**config.mk**
```make
export PLATFORM = sky130hd
export DESIGN_NAME = double_ended_queue
export DESIGN_NICKNAME = d
export VERILOG_FILES = /design/src/hdl/deq_pkg.sv /design/src/hdl/deq_ram.sv /design/src/hdl/deq_ctrl.sv /design/src/hdl/deq_dp.sv /design/src/hdl/double_ended_queue.sv
export SDC_FILE = /design/constraint.sdc
export NUM_CORES = 1
export LEC_CHECK = 0
export ABC_AREA = 1
export BUFFER_PORTS_ARGS = -buffer_cell sky130_fd_sc_hd__clkbuf_2
export CELL_PAD_IN_SITES_DETAIL_PLACEMENT = 2
export CELL_PAD_IN_SITES_GLOBAL_PLACEMENT = 2
export CORE_AREA = 5 5 269 271
export CTS_CLUSTER_DIAMETER = 120
export CTS_CLUSTER_SIZE = 16
export DETAILED_ROUTE_END_ITERATION = 10
export DIE_AREA = 0 0 274 276
export GPL_TIMING_DRIVEN = 1
export PLACE_DENSITY = 0.86
export SETUP_SLACK_MARGIN = 0.2
export SLEW_MARGIN = 20
export SYNTH_ARGS = -nofsm -noshare
export SYNTH_HDL_FRONTEND = slang
export SYNTH_SLANG_ARGS = --single-unit
```
**constraint.sdc**
```tcl
create_clock -name clk -period 13.65 [get_ports clk]
set_input_delay 1.365 -clock clk [delete_from_list [all_inputs] [get_ports clk]]
set_output_delay 1.365 -clock clk [all_outputs]
set_load 0.05 [all_outputs]
```
**src/hdl/deq_pkg.sv**
```systemverilog
// shared types and codes of the double-ended queue
`timescale 1ns / 1ps

package deq_pkg;

  // ring depth; the address and count widths follow from it
  localparam int DEPTH  = 16;
  localparam int ADDR_W = $clog2(DEPTH);
  localparam int CNT_W  = $clog2(DEPTH + 1);
  localparam int DATA_W = 32;

  // operation codes
  localparam logic [2:0] KIND_PUSH_REAR  = 3'd0;
  localparam logic [2:0] KIND_PUSH_FRONT = 3'd1;
  localparam logic [2:0] KIND_POP_REAR   = 3'd2;
  localparam logic [2:0] KIND_POP_FRONT  = 3'd3;
  localparam logic [2:0] KIND_CLEAR      = 3'd4;
  localparam logic [2:0] KIND_QUERY      = 3'd5;

  // status codes
  localparam logic [1:0] ST_OK    = 2'd0;
  localparam logic [1:0] ST_FULL  = 2'd1;
  localparam logic [1:0] ST_EMPTY = 2'd2;

  localparam logic signed [DATA_W-1:0] EMPTY_READ = {1'b1, {(DATA_W-1){1'b0}}};

  typedef struct packed {
    logic [2:0]               kind;
    logic signed [DATA_W-1:0] push_value;
  } deq_in_t;

  typedef struct packed {
    logic signed [DATA_W-1:0] front_value;
    logic signed [DATA_W-1:0] rear_value;
    logic [CNT_W-1:0]         item_count;
    logic                     is_empty;
    logic [1:0]               status;
  } deq_out_t;

  // controller to datapath commands
  typedef struct packed {
    logic latch;
    logic exec;
    logic read;
  } deq_cmd_t;

endpackage

```
**src/hdl/deq_ram.sv**
```systemverilog
// generic ram, one write port, two registered read ports
`timescale 1ns / 1ps

module deq_ram #(
  parameter int WIDTH = 32,
  parameter int DEPTH = 16
) (
  input  logic                     clk,
  input  logic                     we,
  input  logic [$clog2(DEPTH)-1:0] waddr,
  input  logic [WIDTH-1:0]         wdata,
  input  logic                     re,
  input  logic [$clog2(DEPTH)-1:0] raddr0,
  input  logic [$clog2(DEPTH)-1:0] raddr1,
  output logic [WIDTH-1:0]         rdata0,
  output logic [WIDTH-1:0]         rdata1
);

  logic [WIDTH-1:0] mem [DEPTH];

  always_ff @(posedge clk) begin
    if (we) begin
      mem[waddr] <= wdata;
    end
    if (re) begin
      rdata0 <= mem[raddr0];
      rdata1 <= mem[raddr1];
    end
  end

endmodule

```
**src/hdl/deq_ctrl.sv**
```systemverilog
// sequencing controller of the double-ended queue
`timescale 1ns / 1ps

module deq_ctrl import deq_pkg::*; (
  input  logic     clk,
  input  logic     rst_n,
  input  logic     start,
  output logic     busy,
  output logic     out_valid,
  output deq_cmd_t cmd
);

  typedef enum logic [3:0] {
    S_IDLE = 4'b0001,
    S_EXEC = 4'b0010,
    S_READ = 4'b0100,
    S_DONE = 4'b1000
  } state_t;

  state_t state_r, state_nxt;

  always_comb begin
    state_nxt = state_r;
    case (state_r)
      S_IDLE: begin
        if (start) state_nxt = S_EXEC;
      end
      S_EXEC:  state_nxt = S_READ;
      S_READ:  state_nxt = S_DONE;
      S_DONE:  state_nxt = S_IDLE;
      default: state_nxt = S_IDLE;
    endcase
  end

  always_ff @(posedge clk) begin
    if (!rst_n) begin
      state_r <= S_IDLE;
    end else begin
      state_r <= state_nxt;
    end
  end

  assign busy      = (state_r != S_IDLE);
  assign out_valid = (state_r == S_DONE);
  assign cmd.latch = (state_r == S_IDLE) && start;
  assign cmd.exec  = (state_r == S_EXEC);
  assign cmd.read  = (state_r == S_READ);

endmodule

```
**src/hdl/deq_dp.sv**
```systemverilog
// datapath: head, count, status registers and the slot ram
`timescale 1ns / 1ps

module deq_dp import deq_pkg::*; (
  input  logic     clk,
  input  logic     rst_n,
  input  deq_cmd_t cmd,
  input  deq_in_t  in_item,
  output deq_out_t out_result
);

  deq_in_t           item_r;
  logic [ADDR_W-1:0] head_r, head_nxt;
  logic [CNT_W-1:0]  count_r, count_nxt;
  logic [1:0]        status_r, status_nxt;

  logic              we;
  logic [ADDR_W-1:0] waddr;
  logic [ADDR_W-1:0] raddr1;
  logic [DATA_W-1:0] rdata0, rdata1;
  logic              full, empty;

  assign full  = (count_r == CNT_W'(DEPTH));
  assign empty = (count_r == '0);

  always_comb begin
    head_nxt   = head_r;
    count_nxt  = count_r;
    status_nxt = ST_OK;
    we         = 1'b0;
    waddr      = head_r + count_r[ADDR_W-1:0];
    case (item_r.kind)
      KIND_PUSH_REAR: begin
        if (full) begin
          status_nxt = ST_FULL;
        end else begin
          we        = 1'b1;
          count_nxt = count_r + 1'b1;
        end
      end
      KIND_PUSH_FRONT: begin
        if (full) begin
          status_nxt = ST_FULL;
        end else begin
          we        = 1'b1;
          waddr     = head_r - 1'b1;
          head_nxt  = head_r - 1'b1;
          count_nxt = count_r + 1'b1;
        end
      end
      KIND_POP_REAR: begin
        if (empty) status_nxt = ST_EMPTY;
        else       count_nxt  = count_r - 1'b1;
      end
      KIND_POP_FRONT: begin
        if (empty) begin
          status_nxt = ST_EMPTY;
        end else begin
          head_nxt  = head_r + 1'b1;
          count_nxt = count_r - 1'b1;
        end
      end
      KIND_CLEAR: begin
        head_nxt  = '0;
        count_nxt = '0;
      end
      default: begin
        // query and unused kinds leave the state alone
      end
    endcase
  end

  always_ff @(posedge clk) begin
    if (cmd.latch) begin
      item_r <= in_item;
    end
  end

  always_ff @(posedge clk) begin
    if (!rst_n) begin
      head_r   <= '0;
      count_r  <= '0;
      status_r <= ST_OK;
    end else if (cmd.exec) begin
      head_r   <= head_nxt;
      count_r  <= count_nxt;
      status_r <= status_nxt;
    end
  end

  // rear slot of the updated ring
  assign raddr1 = head_r + count_r[ADDR_W-1:0] - 1'b1;

  deq_ram #(
    .WIDTH(DATA_W),
    .DEPTH(DEPTH)
  ) u_ram (
    .clk   (clk),
    .we    (we && cmd.exec),
    .waddr (waddr),
    .wdata (item_r.push_value),
    .re    (cmd.read),
    .raddr0(head_r),
    .raddr1(raddr1),
    .rdata0(rdata0),
    .rdata1(rdata1)
  );

  assign out_result.front_value = empty ? EMPTY_READ : $signed(rdata0);
  assign out_result.rear_value  = empty ? EMPTY_READ : $signed(rdata1);
  assign out_result.item_count  = count_r;
  assign out_result.is_empty    = empty;
  assign out_result.status      = status_r;

endmodule

```
**src/hdl/double_ended_queue.sv**
```systemverilog
// top level of the bounded double-ended queue
`timescale 1ns / 1ps

// bounded double-ended queue of signed 32-bit values, 16 slots in a ring
// input channel: present in_item and raise start; the transaction is taken
//   at the rising edge where start is high and busy is low
// in_item.kind: push rear, push front, pop rear, pop front, clear, query;
//   unused codes act as query
// result channel: out_valid is high for exactly one cycle with out_result,
//   which gives front and rear values, count, empty flag and status
// result: out_valid rises after the controller steps through accept,
//   update, ram read and deliver; busy stays high until the result is
//   delivered, so a new transaction is taken only after the last result;
//   the slot ram read port returns registered data the cycle after the address
// front and rear read as the most negative value while the queue is empty
// push to a full queue and pop from an empty one change nothing and are
//   flagged in status
// reset (synchronous, rst_n low) empties the queue and returns to idle;
//   slot contents are not cleared and need not be
// the receiver cannot stall: each result must be taken in its strobe cycle
module double_ended_queue import deq_pkg::*; (
  input  logic     clk,
  input  logic     rst_n,
  input  logic     start,
  output logic     busy,
  input  deq_in_t  in_item,
  output logic     out_valid,
  output deq_out_t out_result
);

  deq_cmd_t cmd;

  // sequencer
  deq_ctrl u_ctrl (
    .clk      (clk),
    .rst_n    (rst_n),
    .start    (start),
    .busy     (busy),
    .out_valid(out_valid),
    .cmd      (cmd)
  );

  // pointers, count and slot storage
  deq_dp u_dp (
    .clk       (clk),
    .rst_n     (rst_n),
    .cmd       (cmd),
    .in_item   (in_item),
    .out_result(out_result)
  );

endmodule
```
; ---- After elaboration in Yosys (flattened, before gate mapping)
; Memories as Yosys holds them, arrays and structs flattened. A register that Yosys moved wholly into a read port is not among the register bits.
; Cells that the tools add are included.
[classes]
n_addsub = 6
n_eq_ne = 15
n_mux = 19
n_reduce_logical = 10
[ops]
columns = operator, n
row1 = 32-bit 2-to-1 mux, 2
row2 = 4-bit one-hot mux with 3 select lines, 2
row3 = 4-bit 2-to-1 mux, 5
row4 = 5-bit one-hot mux with 3 select lines, 1
row5 = 5-bit 2-to-1 mux, 2
row6 = 2-bit != test (second input constant), 5
row7 = 4-bit AND reduction, 2
row8 = 4-bit by 1-bit subtractor with 4-bit output (second input constant), 2
row9 = 3-bit by 2-bit == test with 1-bit output (second input constant), 2
row10 = 3-bit nonzero test, 2
row11 = 5-bit by 1-bit adder with 5-bit output (second input constant), 1
row12 = 5-bit == test (second input constant), 1
row13 = 5-bit zero test, 1
row14 = 1-bit 2-to-1 mux, 5
row15 = 5-bit by 1-bit subtractor with 5-bit output (second input constant), 1
row16 = 4-bit by 1-bit adder with 4-bit output (second input constant), 1
row17 = 4-bit adder, 1
row18 = 4-bit by 1-bit == test with 1-bit output (second input constant), 1
row19 = 4-bit by 2-bit == test with 1-bit output (second input constant), 1
row20 = 4-bit by 3-bit == test with 1-bit output (second input constant), 1
row21 = 4-bit == test (second input constant), 1
row22 = 4-bit by 1-bit != test with 1-bit output (second input constant), 1
row23 = 2-bit one-hot mux with 2 select lines, 1
row24 = 2-bit OR reduction, 2
row25 = 5 further kinds, 6
[word_totals]
reg_bits = 50
n_memories = 1
ram_bits = 512
input_bits = 38
output_inout_bits = 74
elab_cells = 57
[memory_table]
columns = name, words, word_bits, rd, rd_ports_with_merged_regs, write_ports, line
row1 = u_dp.u_ram.mem, 16, 32, 2, 2, 1, deq_ram.sv:19  ; logic [WIDTH-1:0] mem [DEPTH];

; ---- Depth between registers and ports, before layout
[depth]
word_depth = 6
ltp_mapped = 16
ltp_nobuf = 12

; ---- Modules after synthesis
; A second synthesis with hierarchy kept.
[unflattened]
hier_cells = 3682
hier_area_um2 = 32177.1
[by_module_without_submodules]
columns = module, instances, area_per_inst_um2, cells_per_inst, seq_area_each_um2
row1 = deq_ram, 1, 29318.1, 3317, 17296.6
row2 = deq_dp, 1, 2660.1, 338, 1271.2
row3 = deq_ctrl, 1, 198.9, 27, 80.1

; ---- Least setup slack after synthesis
; OpenSTA, ideal clock, no wires.
[synth_timing]
path_type = reg2reg
start = reg u_ctrl.state_r[0]
end = reg u_ctrl.state_r[0]
required_ns = 13.510
n_path_buf = 0
setup_time_ns = 0.140
setup_slack_ns = 8.118
path_stages_with_launch = 7
arrival_ns = 5.393
synth_period_minus_slack_ns = 5.532
path_cell_list = dfxtp_1 nor2_1 inv_1 nor3_1 inv_1 nand3_1 o211ai_1
[synth_between]
elab_chain_cells = 2
word_cells_on_any_way = 5
classes_between = 4 x eq/ne / 1 x mux
[synth_lines]
columns = item, line
row1 = from (decl), deq_ctrl.sv:20  ; state_t state_r, state_nxt;
row2 = from (signal assigned), deq_ctrl.sv:39  ; state_r <= state_nxt;
row3 = "4-bit by 3-bit == test with 1-bit output, or another cell as far along", deq_ctrl.sv:24  ; case (state_r)
row4 = 4-bit one-hot mux with 3 select lines / 2-bit != test (equally long branches), --
; Several ways; a longest one is shown, not always the timed one.
; A chain may end at the register's enable or synchronous reset.

; ---- Final worst setup path
[layout_timing]
start = reg u_dp.head_r[0]
end = reg u_dp.u_ram.rdata1[2], read port of u_dp.u_ram.mem (data pin)
[layout_between]
elab_chain_cells = 2
[layout_lines]
columns = item, line
row1 = from (decl), deq_dp.sv:13  ; logic [ADDR_W-1:0] head_r, head_nxt;
row2 = from (signal assigned), deq_dp.sv:85  ; head_r <= head_nxt;
row3 = 4-bit adder, deq_dp.sv:92  ; assign raddr1 = head_r + count_r[ADDR_W-1:0] - 1'b1;
row4 = 4-bit by 1-bit subtractor with 4-bit output, deq_dp.sv:92
row5 = to (decl), deq_ram.sv:16  ; output logic [WIDTH-1:0] rdata1
; Every way passes these cells.

==> impl_metrics.yaml <==
clocking:
  hold_bufs_at_cts: 0
  cts_buf_count: 45
  h-tree-depth: 2
  postCtsSetupBuffers: 0
  tritoncts: "yes"
  cts.root.buffer_cell: "sky130_fd_sc_hd__clkbuf_16"
  cts.repair.resized: 0
  worst_setup_hold_path_clk_slew_ns: 0.08
  clockBufferDepth: 3
  cts.sink_count: 626
  worst_skew_pair.late_latency_ns: 0.62
global_routing:
  vias_in_the_first_global_route: 27600
  global_route_wire_length_before_repair_mm: 173
  grt_max_degree: 230
  initial_antenna_violation_count: 3
  globalRouteTotalUtil: 0.301
  grt_remaining_overflow: 0
logic_synthesis:
  ys_ff_latch: 626
  ys_seq_area_frac: 0.617
  synth.lib_cells_used.distinct: 35
  synth-async-reset-ratio: 0
  synthTopCellsByArea: "sky130_fd_sc_hd__edfxtp_1, sky130_fd_sc_hd__nand2_1, sky130_fd_sc_hd__o211ai_1"
  synth_top_flop_cell: "sky130_fd_sc_hd__edfxtp_1"
  postSynthAreaPerCell_sq_um: 9.90
  ys_top_cells_by_count: "sky130_fd_sc_hd__nand2_1, sky130_fd_sc_hd__edfxtp_1, sky130_fd_sc_hd__o21ai_0"
  ys_warn_count: 0
  post-synth-top-count-cell: "sky130_fd_sc_hd__nand2_1"
  yosys_top_cell_by_area: "sky130_fd_sc_hd__edfxtp_1"
  syn-cell-area_sq_um: 30200
  syn-instance-count: 3052
  synth.top_cell.area_share: 0.607
  postSynthNetCount: 3101
  synth_enable_flop_cells: 611
floorplan:
  die_y_um: 276
  dieArea_sq_um: 75600
  die_w_um: 274
  std_cell_rows: 97
  design.portCount: 112
  floorplan.initialDensity: 0.434
  core_area_sq_um: 69500
flow_run:
  cap_viol_max_count: 0
detailed_routing:
  remaining_drc_errors: 0
  dr_total_vias: 25000
  route.top_layer_used: "met4"
  detail_route.wirelength_mm: 117
  route.detailed.wl_per_inst_um: 29.4
  ant_nets: 0
  total_iterations_of_the_first_detailed_routing_run: 5
  met2_wirelength_mm: 57.1
  wl_met3_mm: 8.84
  post_drt_via_cell_ratio: 6.26
  wl_met1_mm: 46.1
  drtIter0Drc: 2678
power:
  power.ir.vdd_worst_mv: 0.0878
  seq_power_share: 0.557
  power.share.switching: 0.267
  pwr_density_cell_nw_per_um2: 120
  p_int_uw: 2870
  switching_power_uw: 1050
  clock_power_share: 0.337
  leakagePower_uw: 0.0123
  power_frac_comb: 0.107
finish:
  finish.net_count: 3082
  antenna-diode-count: 0
  post_layout_nonfiller_instances: 3992
  final_layout_size_suffix_gt1_frac: 0.0819
  synthToLayoutAreaGrowth_pct: 8.00
timing:
  hold_viol_final: 0
  finalSetupViolCount: 0
  slew_at_the_pin_closest_to_its_max_slew_limit_ns: 1.11
  grt_setup_unrepaired: "no"
  timing.clock.skew_ns: 0.0277
  slew_headroom: 0.256
  final.period_utilization: 0.415
  final-max-slew-violation-count: 0
  final.setup.tns_ns: 0
  period_minus_slack_ns: 5.67
  maxClockFrequency_mhz: 176
place:
  gp_congestion: 0.780
  numPlacedInstances: 3926
  detailedPlacementHpwl_mm: 65.1
  numPortBuffers: 111
worst_setup_path:
  setup.worst_path.end_class: "register"
  crit_required_ns: 14.13
  worst-path-max-fanout: 123
  timing.critical_path.arrival_ns: 6.15
  worst-setup-path-type: "register to register"
  startpoint_type: "register"
run_status:
  status: "finished clean"
hold_path:
  hold_path.class: "register to register"
[flip-flops by register name, indices dropped and copies added (netlist names)]
signal and count:
u_dp.head_r 4, u_dp.u_ram.rdata0 32, u_dp.item_r 35, u_dp.u_ram.rdata1 32, u_dp.status_r 2, u_ctrl.state_r 4, u_dp.count_r 5, u_dp.u_ram.mem 512
[stage by stage]
stage / total power (uW) / worst slack (ns) / area [sq um] / util / hold slack [ns]
floorplan: 2480 / 8.12 / 30200 / - / 0.580
global placement: 2610 / 8.47 / 31300 / 0.451 / 0.551
detailed placement: 2640 / 8.19 / 31300 / 0.451 / 0.569
CTS: 3930 / 8.10 / 32600 / 0.469 / 0.579
global route: 4040 / 7.77 / 32600 / 0.469 / 0.585
finish: 3920 / 7.98 / 32600 / 0.469 / 0.570
[power by group through the flow]
stage,logic (uW),registers (uW),clock network [uW]
2_1_floorplan,271,2210,0
4_1_cts,414,2180,1330
3_3_place_gp,384,2220,0
5_1_grt,448,2190,1410
3_5_place_dp,410,2230,0
6_report,418,2180,1320
[worst paths after layout]
kind	startpoint	end	slack, ns	cells past startpoint
max reg2reg	u_dp.head_r[0]	u_dp.u_ram.rdata1[2]	7.98	12
min	u_dp.status_r[1]	u_dp.status_r[1]	0.57	2
min reg2reg	u_dp.status_r[1]	u_dp.status_r[1]	0.57	2
max	u_dp.head_r[0]	u_dp.u_ram.rdata1[2]	7.98	12
[kinds of logic after synthesis]
logic type,after synthesis,synth area share
AOI/OAI and AO/OA,785,0.153
xor gates and xnor gates,9,0.00385
adders and majority gates,11,0.00505
buffers and inverters,481,0.0694
DFF,626,0.617
and+or+nand+nor,1140,0.152
[cells in the final DEF, fill, tap and decap left out, types with 3 or more instances in the layout]
master and n:
sky130_fd_sc_hd__nand2_1 661, sky130_fd_sc_hd__edfxtp_1 611, sky130_fd_sc_hd__o21ai_0 354, sky130_fd_sc_hd__o211ai_1 257
sky130_fd_sc_hd__nor2_1 254, sky130_fd_sc_hd__inv_1 251, sky130_fd_sc_hd__nand3_1 188, sky130_fd_sc_hd__a21oi_1 135
sky130_fd_sc_hd__clkbuf_2 111, sky130_fd_sc_hd__clkbuf_16 47, sky130_fd_sc_hd__buf_4 39, sky130_fd_sc_hd__o22ai_1 33
sky130_fd_sc_hd__nor2_4 17, sky130_fd_sc_hd__clkbuf_1 17, sky130_fd_sc_hd__dfxtp_1 11, sky130_fd_sc_hd__ha_1 7
sky130_fd_sc_hd__inv_2 6, sky130_fd_sc_hd__o21ai_1 6, sky130_fd_sc_hd__xnor2_1 4, sky130_fd_sc_hd__buf_6 4
sky130_fd_sc_hd__nand2_2 3, sky130_fd_sc_hd__nand3_2 3, sky130_fd_sc_hd__xor2_1 3, sky130_fd_sc_hd__nand4_1 3
sky130_fd_sc_hd__dfxtp_4 3
[worst max-delay path: stages, from the launching register on]
cell and delay, ns:
sky130_fd_sc_hd__dfxtp_4 0.90, sky130_fd_sc_hd__ha_4 0.45, sky130_fd_sc_hd__inv_8 0.58, sky130_fd_sc_hd__ha_4 0.55, sky130_fd_sc_hd__inv_4 0.54, sky130_fd_sc_hd__buf_4 0.76, sky130_fd_sc_hd__buf_4 0.74, sky130_fd_sc_hd__o21ai_0 0.29
sky130_fd_sc_hd__o22ai_1 0.23, sky130_fd_sc_hd__nand2_1 0.11, sky130_fd_sc_hd__nand2_1 0.10, sky130_fd_sc_hd__nand2_1 0.06, sky130_fd_sc_hd__nand2_1 0.10
[cell type report]
| type | instances | area (sq um) |
|---|---|---|
| multi-input combinational | 1945 | 9620 |
| tap | 940 | 1180 |
| timing repair buffer | 155 | 913 |
| clock inverter | 2 | 25.0 |
| sequential | 626 | 18700 |
| inverter | 260 | 987 |
| fill | 7268 | 36900 |
| clock buffer | 64 | 1240 |
[layer usage]
layer / GRT usage / up-vias
li1: - / 10600
met1: 0.385 / 12900
met2: 0.508 / 1161
met3: 0.0462 / 321
met4: 0.133 / 0
met5: 0 / -
No activity file was read; power rests on OpenSTA's default activity.
